**config.mk**
```make
export PLATFORM = sky130hd
export DESIGN_NAME = timed_entry_insert_or_update
export DESIGN_NICKNAME = d
export VERILOG_FILES = /design/src/sv/tei_pkg.sv /design/src/sv/tei_table.sv /design/src/sv/timed_entry_insert_or_update.sv
export VERILOG_INCLUDE_DIRS = /design/src /design/src/sv
export SDC_FILE = /design/constraint.sdc
export NUM_CORES = 2
export LEC_CHECK = 0
export ABC_AREA = 1
export CORE_UTILIZATION = 40
export DETAILED_ROUTE_END_ITERATION = 10
export DONT_BUFFER_PORTS = 1
export PLACE_DENSITY_LB_ADDON = 0.3
export SYNTH_ARGS = -nofsm -noshare
export SYNTH_HDL_FRONTEND = slang
export SYNTH_SLANG_ARGS = --single-unit
```
**constraint.sdc**
```tcl
create_clock -name clock -period 12.1 [get_ports clock]
set_input_delay 0 -clock clock [delete_from_list [all_inputs] [get_ports clock]]
set_output_delay 0 -clock clock [all_outputs]
set_load 0.03 [all_outputs]
```
**src/sv/assert_macros.svh**
```systemverilog
// Assertion helper macros shared by the RTL of the timed entry table.
// No dependencies; files that assert pull this in with an include.
`ifndef ASSERT_MACROS_SVH
`define ASSERT_MACROS_SVH

// Condition that must hold on every clock edge outside reset.
`define ASSERT_ALWAYS(lbl, clk, rst, cond) \
   lbl: assert property (@(posedge clk) disable iff (rst) (cond)) \
      else $error("assertion failed: invariant");

// Antecedent in one cycle forces the consequent in the next.
`define ASSERT_NEXT(lbl, clk, rst, ante, cons) \
   lbl: assert property (@(posedge clk) disable iff (rst) (ante) |=> (cons)) \
      else $error("assertion failed: next-cycle implication");

// Antecedent forces the consequent in the same cycle.
`define ASSERT_SAME(lbl, clk, rst, ante, cons) \
   lbl: assert property (@(posedge clk) disable iff (rst) (ante) |-> (cons)) \
      else $error("assertion failed: same-cycle implication");

`endif

```
**src/sv/tei_pkg.sv**
```systemverilog
// Package for the timed entry table: sizes, flag bits, word and entry types.
// No dependencies; imported by tei_table and timed_entry_insert_or_update.
package tei_pkg;

   localparam int TABLE_DEPTH   = 20;
   localparam int DURATION_BITS = 32;

   localparam int ADDR_W = (TABLE_DEPTH > 1) ? $clog2(TABLE_DEPTH) : 1;
   localparam int CNT_W  = $clog2(TABLE_DEPTH + 1);

   localparam int TYPE_W  = 3;
   localparam int KEY_W   = 16;
   localparam int FLAGS_W = 8;
   localparam int DUR_W   = 32;
   localparam int SLOT_W  = 5;

   localparam int FLAG_ADD_BIT      = 7;  // 0x80
   localparam int FLAG_NOSEARCH_BIT = 6;  // 0x40

   typedef logic [DURATION_BITS-1:0] dur_type;
   typedef logic [DURATION_BITS:0]   dur_sum_type;
   typedef logic [ADDR_W-1:0]        addr_type;
   typedef logic [CNT_W-1:0]         cnt_type;

   typedef struct packed {
      logic [TYPE_W-1:0]  item_type;
      logic [KEY_W-1:0]   item_key;
      logic [FLAGS_W-1:0] item_flags;
      logic [DUR_W-1:0]   item_duration;
   } req_type;

   typedef struct packed {
      logic              accepted;
      logic [SLOT_W-1:0] slot_index;
      logic              hit_existing;
      logic [DUR_W-1:0]  duration_now;
   } rsp_type;

   typedef struct packed {
      logic [TYPE_W-1:0]  slot_type;
      logic [KEY_W-1:0]   slot_key;
      logic [FLAGS_W-1:0] slot_flags;
      dur_type            slot_duration;
   } entry_type;

   typedef struct packed {
      logic      en;
      addr_type  addr;
      entry_type data;
   } tbl_wr_type;

endpackage

```
**src/sv/tei_table.sv**
```systemverilog
// Entry storage of the timed entry table: one write port, one registered read.
// Depends on tei_pkg for the entry and write-port types.
module tei_table
   import tei_pkg::*;
(
   input  logic       clock,
   input  tbl_wr_type wr,
   input  addr_type   rd_addr,
   output entry_type  rd_data
);

   entry_type mem [TABLE_DEPTH];
   entry_type rd_data_ff;

   always_ff @(posedge clock) begin
      if (wr.en) begin
         mem[wr.addr] <= wr.data;
      end
   end

   always_ff @(posedge clock) begin
      rd_data_ff <= mem[rd_addr];
   end

   assign rd_data = rd_data_ff;

endmodule

```
**src/sv/timed_entry_insert_or_update.sv**
```systemverilog
// Top level of the timed entry table: request sequencer, search and update.
// Depends on tei_pkg, tei_table and assert_macros.svh.
//
// Keeps up to TABLE_DEPTH timed entries (type, key, flags, duration). A request
// word is taken when start is high and busy is low; busy then stays high until
// the response has been produced. The search walks the used entries one per
// cycle through the single read port of the table memory, comparing type and
// key in one shared comparator. With no match the search runs past every used
// entry and then appends if there is room; when an entry matches, an extra
// update state does the saturating add or the replace and the write-back;
// when the search is skipped (flag bit 7 clear, bit 6 set) it appends directly. The
// response is shown on rsp_data for exactly one cycle with rsp_valid high; the
// receiver cannot stall it, so it must take the word in that cycle. A new
// request may be started in the same cycle the response is shown. The table
// starts empty after reset; no clearing pass is needed since only entries
// below the fill count are ever compared.
`include "assert_macros.svh"

module timed_entry_insert_or_update
   import tei_pkg::*;
(
   input  logic    clock,
   input  logic    reset,
   input  logic    start,
   output logic    busy,
   input  req_type req_data,
   output logic    rsp_valid,
   output rsp_type rsp_data
);

   typedef enum logic [2:0] {
      ST_IDLE   = 3'b001,
      ST_SEARCH = 3'b010,
      ST_UPDATE = 3'b100
   } state_type;

   state_type  state_ff, state_in;
   cnt_type    idx_ff, idx_in;     // entry whose data sits on the read port
   cnt_type    used_ff, used_in;   // fill count
   req_type    req_ff, req_in;
   logic       rsp_valid_ff, rsp_valid_in;
   rsp_type    rsp_ff, rsp_in;

   tbl_wr_type  wr;
   addr_type    rd_addr;
   entry_type   rd_data;

   dur_type     req_dur;
   dur_sum_type dur_sum;
   dur_type     dur_new;
   logic        search_on;
   logic        hit;
   logic        at_end;
   logic        full;

   tei_table u_table (
      .clock   (clock),
      .wr      (wr),
      .rd_addr (rd_addr),
      .rd_data (rd_data)
   );

   // Request duration kept at the table's duration width.
   assign req_dur   = dur_type'(req_ff.item_duration);
   assign search_on = req_ff.item_flags[FLAG_ADD_BIT] | ~req_ff.item_flags[FLAG_NOSEARCH_BIT];
   assign hit       = (rd_data.slot_type == req_ff.item_type) &&
                      (rd_data.slot_key == req_ff.item_key);
   assign at_end    = (idx_ff == used_ff);
   assign full      = (used_ff == cnt_type'(TABLE_DEPTH));

   // Shared adder: saturating sum of stored and requested duration.
   assign dur_sum = {1'b0, rd_data.slot_duration} + {1'b0, req_dur};
   assign dur_new = req_ff.item_flags[FLAG_ADD_BIT] ?
                    (dur_sum[DURATION_BITS] ? '1 : dur_sum[DURATION_BITS-1:0]) : req_dur;

   // Read address follows the next index so data lines up with idx_ff.
   assign rd_addr = (idx_in < cnt_type'(TABLE_DEPTH)) ? idx_in[ADDR_W-1:0] : '0;

   always_comb begin
      state_in     = state_ff;
      idx_in       = idx_ff;
      used_in      = used_ff;
      req_in       = req_ff;
      rsp_valid_in = 1'b0;
      rsp_in       = rsp_ff;
      wr.en        = 1'b0;
      wr.addr      = used_ff[ADDR_W-1:0];
      wr.data.slot_type     = req_ff.item_type;
      wr.data.slot_key      = req_ff.item_key;
      wr.data.slot_flags    = req_ff.item_flags;
      wr.data.slot_duration = req_dur;

      unique case (state_ff)
         ST_IDLE: begin
            if (start) begin
               req_in   = req_data;
               idx_in   = '0;
               state_in = ST_SEARCH;
            end
         end
         ST_SEARCH: begin
            if (!search_on || at_end) begin
               rsp_valid_in = 1'b1;
               state_in     = ST_IDLE;
               if (full) begin
                  // refused: all fields zero
                  rsp_in = '0;
               end else begin
                  wr.en               = 1'b1;
                  used_in             = used_ff + cnt_type'(1);
                  rsp_in.accepted     = 1'b1;
                  rsp_in.slot_index   = SLOT_W'(used_ff);
                  rsp_in.hit_existing = 1'b0;
                  rsp_in.duration_now = DUR_W'(req_dur);
               end
            end else if (hit) begin
               state_in = ST_UPDATE;
            end else begin
               idx_in = idx_ff + cnt_type'(1);
            end
         end
         ST_UPDATE: begin
            // read data still holds entry idx_ff
            wr.en                 = 1'b1;
            wr.addr               = idx_ff[ADDR_W-1:0];
            wr.data               = rd_data;
            wr.data.slot_duration = dur_new;
            rsp_valid_in          = 1'b1;
            rsp_in.accepted       = 1'b1;
            rsp_in.slot_index     = SLOT_W'(idx_ff);
            rsp_in.hit_existing   = 1'b1;
            rsp_in.duration_now   = DUR_W'(dur_new);
            state_in              = ST_IDLE;
         end
         default: begin
            state_in = ST_IDLE;
         end
      endcase
   end

   always_ff @(posedge clock) begin
      if (reset) begin
         state_ff     <= ST_IDLE;
         used_ff      <= '0;
         idx_ff       <= '0;
         rsp_valid_ff <= 1'b0;
      end else begin
         state_ff     <= state_in;
         used_ff      <= used_in;
         idx_ff       <= idx_in;
         rsp_valid_ff <= rsp_valid_in;
      end
   end

   always_ff @(posedge clock) begin
      req_ff <= req_in;
      rsp_ff <= rsp_in;
   end

   assign busy      = (state_ff != ST_IDLE);
   assign rsp_valid = rsp_valid_ff;
   assign rsp_data  = rsp_ff;

   `ASSERT_ALWAYS(a_used_bound, clock, reset, used_ff <= cnt_type'(TABLE_DEPTH))
   `ASSERT_NEXT(a_start_busy, clock, reset, start && !busy, busy && !rsp_valid)
   `ASSERT_NEXT(a_write_ends, clock, reset, wr.en, !busy && rsp_valid)
   `ASSERT_SAME(a_hit_ok, clock, reset, rsp_valid && rsp_data.hit_existing, rsp_data.accepted)
   `ASSERT_SAME(a_refuse_zero, clock, reset, rsp_valid && !rsp_data.accepted,
                rsp_data.slot_index == '0 && rsp_data.duration_now == '0)

endmodule

```
Word level (Yosys, flattened, before mapping)

Memory sizes are Yosys's and may differ from the RTL's. A register that Yosys moved wholly into a read port is not among the register bits.
Index checks and enable logic that the tools add are counted.

Logic and storage cells: 61
Register bits: 112
Memories: 1
Memory bits (writable): 1180
Output and inout bits: 41
Bits in latches: 0
ROM bits: 0

Shifts and indexed selects: 0
Order comparisons: 1
Eq/ne operators: 11
Muxes and demuxes: 22
Multipliers: 0
$add $sub $neg: 3
Bitwise operators: 3
Divide/modulo/power cells: 0
Reduce and logical (&&, ||, !) cells: 8

Memories:

| name        | words | bits a word | read ports | clocked after memory_dff | write ports | RTL line        | source |
|---|---|---|---|---|---|---|---|
| u_table.mem | 20    | 59          | 1          | 1                        | 1           | tei_table.sv:12 | `entry_type mem [TABLE_DEPTH];` |

Operator list:

| cell                                                                    | count |
|---|---|
| 39-bit 2-to-1 mux                                                       | 2 |
| 39-bit case mux with 2 select lines                                     | 1 |
| 32-bit 2-to-1 mux                                                       | 2 |
| 64-bit 2-to-1 mux                                                       | 1 |
| 32-bit by 32-bit adder with 33-bit output                               | 1 |
| 5-bit 2-to-1 mux                                                        | 4 |
| 16-bit == test                                                          | 1 |
| 5-bit by 1-bit adder with 5-bit output, second input constant           | 2 |
| 5-bit case mux with 2 select lines                                      | 1 |
| 3-bit 2-to-1 mux                                                        | 3 |
| 3-bit case mux with 2 select lines                                      | 1 |
| 2-bit AND reduction                                                     | 3 |
| 5-bit == test                                                           | 1 |
| 5-bit == test, second input constant                                    | 1 |
| 5-bit less-than comparator, second input constant                       | 1 |
| 1-bit 2-to-1 mux                                                        | 5 |
| 2-bit inequality test, second input constant                            | 2 |
| 1-bit case mux with 2 select lines                                      | 2 |
| 3-bit by 1-bit == test with 1-bit output, second input constant         | 1 |
| 3-bit by 2-bit == test with 1-bit output, second input constant         | 1 |
| 3-bit == test                                                           | 1 |
| 3-bit == test, second input constant                                    | 1 |
| 3-bit by 1-bit inequality test with 1-bit output, second input constant | 1 |
| 3-bit inequality test, second input constant                            | 1 |
| 7 further kinds                                                         | 8 |

Logic depth before layout (Yosys ltp)

Depth after elaboration: 8
Depth in mapped cells: 24

Hierarchy

A second synthesis with hierarchy kept.

Cell total of the unflattened synthesis: 4936
Area, all modules: 56057.5 um2

By module, submodules not included:

| module                       | times used | area each (um2) | cells an instance |
|---|---|---|---|
| tei_table                    | 1          | 48441.5         | 3944 |
| timed_entry_insert_or_update | 1          | 7616.1          | 992 |

Worst setup path before layout

OpenSTA, ideal clock, no wires.

Path kind: reg-to-reg
From: register idx_ff[0]
To: memory u_table.mem[10][0] (netlist bit) (enable)
Stages on the path, launching flop included: 15
Path slack: 8047 ps
Clock period less this slack: 4053 ps
Arrival time: 3593 ps
Data required time: 11640 ps
Library setup time: 460 ps
Cells stage by stage: dfxtp_1 inv_1 nand2_1 nand2_1 nor2_1 nand3_1 nand2_2 inv_2 nor2_1 inv_1 nor2_1 inv_1 nand2_1 nand3_1 nor2_1

Word-level cells in the longest chain between the ends: 6

Ends and longest elaborated chain:

| item                                   | RTL line                            | source |
|---|---|---|
| from (decl)                            | timed_entry_insert_or_update.sv:38  | `cnt_type idx_ff, idx_in;` |
| from (signal assigned)                 | timed_entry_insert_or_update.sv:150 | `idx_ff <= idx_in;` |
| 5-bit == test                          | timed_entry_insert_or_update.sv:68  | `assign at_end = (idx_ff == used_ff);` |
| 1-bit logical OR                       | timed_entry_insert_or_update.sv:102 | `if (!search_on \|\| at_end) begin` |
| 1-bit 2-to-1 mux                       | timed_entry_insert_or_update.sv:102 |  |
| 1-bit case mux with 2 select lines     | timed_entry_insert_or_update.sv:93  | `unique case (state_ff)` |
| 1-bit 2-to-1 mux                       | tei_table.sv:16                     | `if (wr.en) begin` |
| 1-bit 2-to-1 mux (implied by the code) | tei_table.sv:17                     | `mem[wr.addr] <= wr.data;` |
| to (decl)                              | tei_table.sv:12                     |  |

Several ways; a longest one is shown, not always the timed one.

Worst setup path after layout

From: register req_ff[43] (netlist bit)
To: register, netlist name u_table.rd_data[14]

Word-level cells in the longest chain between the ends: 7

Ends and longest elaborated chain:

| item                                   | RTL line                            | source |
|---|---|---|
| from (decl)                            | timed_entry_insert_or_update.sv:40  | `req_type req_ff, req_in;` |
| from (signal assigned)                 | timed_entry_insert_or_update.sv:156 | `req_ff <= req_in;` |
| 16-bit == test (*)                     | timed_entry_insert_or_update.sv:67  | `(rd_data.slot_key == req_ff.item_key);` |
| 1-bit logical AND (*)                  | timed_entry_insert_or_update.sv:66  | `assign hit = (rd_data.slot_type == req_ff.item_type) &&` |
| 5-bit 2-to-1 mux (*)                   | timed_entry_insert_or_update.sv:116 | `end else if (hit) begin` |
| 5-bit 2-to-1 mux (*)                   | timed_entry_insert_or_update.sv:102 |  |
| 5-bit case mux with 2 select lines (*) | timed_entry_insert_or_update.sv:93  |  |
| 5-bit less-than comparator             | timed_entry_insert_or_update.sv:77  | `assign rd_addr = (idx_in < cnt_type'(TABLE_DEPTH)) ? idx_in[ADDR_W-1:0] : '0;` |
| 5-bit 2-to-1 mux (*)                   | timed_entry_insert_or_update.sv:77  |  |

Every way passes the cells marked *; elsewhere a longest branch is shown, timed or not.
A chain may end at the register's enable or synchronous reset.

==> flow_summary.toml <==
[detailed_routing]
detail_route.iter0.violations = 3777
post_drt_via_cell_ratio = 5.270
detail_route.first_pass.iterations = 8
ant_nets = 0
detail_route.wl_per_cell_um = 21.17
postRouteWirelength_um = 141800
drc = 0
total_via_count_after_detailed_routing = 35310

[sta]
final-setup-viol-count = 0
slew_viol_final = 0
final_min_period_over_clock_period = 0.5080
slew_headroom = 0.1022
report.final.hold_viol_count = 0
tns_setup_ns = 0
maximum_achievable_frequency_mhz = 162.7
final.setup_skew_ns = 0.04611
timing.final.crit_period_ns = 6.147
pin_slew_with_the_least_headroom_to_its_limit_ns = 1.338
hold_slack_ns = 0.1952
rsz_0062_raised_after_global_routing = "false"

[worst_setup_path]
rrSetupSlack_ns = 5.95
crit_required_ns = 12.75
capture_instance_of_the_worst_register_to_register_path = "u_table.rd_data[14]"
critical_path_launch_point_type = "flop"
crit_buf_inv = 3
crit_chain = "inv_1 > nand2_1 > nand2_1 > nor2_1 > nand2_1 > nor2_1 > nand3_2 > o21ai_1 > nand2_1 > nand3_1 > nand2_2 > nand2_8 > nand2_4 > inv_8 > buf_4 > nand3_1 > nand3_1 > nand3_1 > nand2_1 > nand2_1 > nand2_1"
crit_top_cell = "nand2_1"
critical_path.slowest_cell = "inv_8"
worst-path-stages = 21
cp_data_arrival_time_ns = 6.80
cpPeakStageDelay_ns = 0.95
timing.reg2reg.worst_path_depth = 21
worst_r2r_src = "req_ff[43]"
critPathCaptureType = "flop"
cp_top_family = "simple AND/OR/NAND/NOR gates"
worstSetupPathType = "reg -> reg"
critical_path.max_fanout = 136

[place]
globalplace.congestion = 0.8596
dp_hpwl_um = 69680
io_buf_count = 0

[synth]
yosysTopAreaCell = "edfxtp_1"
synth_commonest_cells = "edfxtp_1 (1112), nand3_1 (955), nand2_1 (812)"
multiplexer_share_of_the_synthesized_area = 0
synth-compound-area-share = 0.03946
mappedNetlistNets = 4923
mappedNetlistArea_um2 = 52030
synthDistinctLibCells = 43
seq_area_frac_synth = 0.6667
synth.yosys.warnings = 0
synth_enable_flop_cells = 1112
synth_fa_ha_area_frac = 0.008801
synthMostInstantiatedCell = "edfxtp_1"
postSynth.topFlopCell = "edfxtp_1"
synth_simple_gate_area_frac = 0.1970
synth.avg_cell_area_um2 = 10.78
ys_ff_latch = 1177
ys_async_sr_fraction = 0
main_combinational_cell_family_by_area_after_synthesis = "simple AND/OR/NAND/NOR gates"
synthCells = 4825
synthTopCellsByArea = "edfxtp_1 (64%), nand3_1 (9.2%), nand2_1 (5.9%), inv_1 (5.4%), nand3b_1 (2.9%)"
yosysTopAreaCellShare = 0.6417
post_synth_xor_area_fraction = 0.005554

[grt]
gr-usage-met1 = 0.2977
grt_first_pass_wirelength_um = 210400
global_route.peak_usage_layer = "met2"
first_global_vias = 33260
global_route.usage.total = 0.2127
grt_overflow = 0
initial_antenna_violation_count = 0
maximum_number_of_pins_on_one_net_before_global_route_repair = 204
use_met2 = 0.3460
global_route_met3_usage = 0.02741

[clock_network]
clock-sinks = 1177
tritoncts = "done"
clk-insertion-delay-late_ns = 0.75
cts-buffers-inserted = 120
cts-htree-levels = 3
post_cts.resized_instances = 0
clk_pin_slew_ns = 0.06
clock_tree.buffer_depth = 3
clk_root_buffer_cell = "clkbuf_16"

[power_and_ir_drop]
p_int_uw = 6951
power_per_cell_area_nw_per_um2 = 155.8
sw_frac_of_total = 0.2390
p_leak_uw = 0.02308
switching_power_uw = 2183
pwr-share-comb = 0.082
seq_power_share = 0.523
power.clock.fraction = 0.395
vdd.ir_drop.worst_mv = 0.1205

[die]
pin_count = 103
core_um2 = 128300
die_y_um = 362.7
design.die.area_um2 = 131500
placement_rows = 131
initial_utilization = 0.4054
die_w_um = 362.7

[layout]
syn_to_final_growth_pct = 12.64
insertedDiodeCount = 0
nets = 4964
drive_gt1_frac = 0.06297

[hold_path]
worst_hold_path_ep = "state_ff[0]"
min_path_type = "in -> reg"
min_path_cells = 4
min_from = "start"

[status]
status = "finished, final reports clean"

[flow_run]
cap_violations = 0
==> area by class of cell <==
class | instances | area, µm²
tap | 1729 | 2163
inverter | 751 | 2830
clock buffer | 166 | 3307
timing repair buffer | 201 | 1807
sequential | 1177 | 34690
clock inverter | 61 | 534.3
multi-input combinational | 2615 | 13280
fill | 11530 | 69730
==> worst register-to-register path: cells and delay by family (launching register included) <==
| family | cells | cell delay (ns) |
|---|---|---|
| AOI/OAI and AO/OA | 1 | 0.29 |
| buffers and inverters | 3 | 1.95 |
| DFF | 1 | 0.40 |
| and+or+nand+nor | 17 | 3.43 |
==> through the flow <==
stage	worst slack [ns]	instance area, µm²	total power (µW)	instances	util
final	5.953	58610	9134	6700	0.4567
after global routing	5.610	58610	9414	6700	0.4567
after CTS	5.984	58600	9158	6700	0.4566
after detailed placement	6.016	53670	5561	6364	0.4182
after global placement	5.995	53670	5549	6364	0.4182
after floorplan	8.047	52030	5297	4825	-
==> placed cells by master, fill, tap and decap left out, types with 38 or more instances in the layout <==
cell,netlist,layout
a21oi_1,63,63
clkbuf_16,0,121
nand3b_1,204,204
o31ai_1,38,38
o21ai_0,162,142
inv_1,743,740
edfxtp_1,1112,1112
nand3_1,955,955
buf_4,27,90
dlygate4sd3_1,0,109
nand2_1,812,810
nor2_1,183,158
o22ai_1,51,51
dfxtp_1,65,65
==> layer usage <==
layer | routed length [µm] | up-vias
li1 | - | 16540
met1 | 62240 | 17140
met2 | 65470 | 1404
met3 | 10410 | 226
met4 | 3717 | 0
met5 | 0 | -
==> sequential cells by signal, indices dropped and copies added (netlist names) <==
name / flops
rsp_data: 39
rsp_valid: 1
u_table.mem: 1020
state_ff: 3
idx_ff: 5
u_table.rd_data: 51
req_dur: 32
req_ff: 21
used_ff: 5
==> timing repair <==
item / 4_1_cts / 5_1_grt
hold buffers: 109 / 0
setup buffers: 0 / 0
hold endpoints to repair: 83 / 0
==> power groups by stage <==
| stage | combinational (µW) | clock [µW] | sequential (µW) |
|---|---|---|---|
| 6_report | 750 | 3610 | 4770 |
| 3_3_place_gp | 693 | 0 | 4860 |
| 3_5_place_dp | 707 | 0 | 4850 |
| 2_1_floorplan | 464 | 0 | 4830 |
| 5_1_grt | 825 | 3810 | 4780 |
| 4_1_cts | 739 | 3650 | 4770 |
==> cell families after synthesis <==
logic type | after synthesis
xor+xnor | 33
buf+inv | 1033
fa+ha+maj | 36
flops | 1177
compound gates | 362
simple gates | 2184
==> how the worst max path moves through the flow <==
stage	endpoint	startpoint
2_1_floorplan	u_table.mem[10][0]	idx_ff[0]
3_3_place_gp	u_table.rd_data[14]	req_ff[46]
3_5_place_dp	u_table.rd_data[0]	req_ff[46]
4_1_cts	u_table.rd_data[14]	req_ff[46]
5_1_grt	u_table.rd_data[22]	req_ff[46]
6_report	u_table.rd_data[14]	req_ff[43]
(Power assumes the default switching activity.)
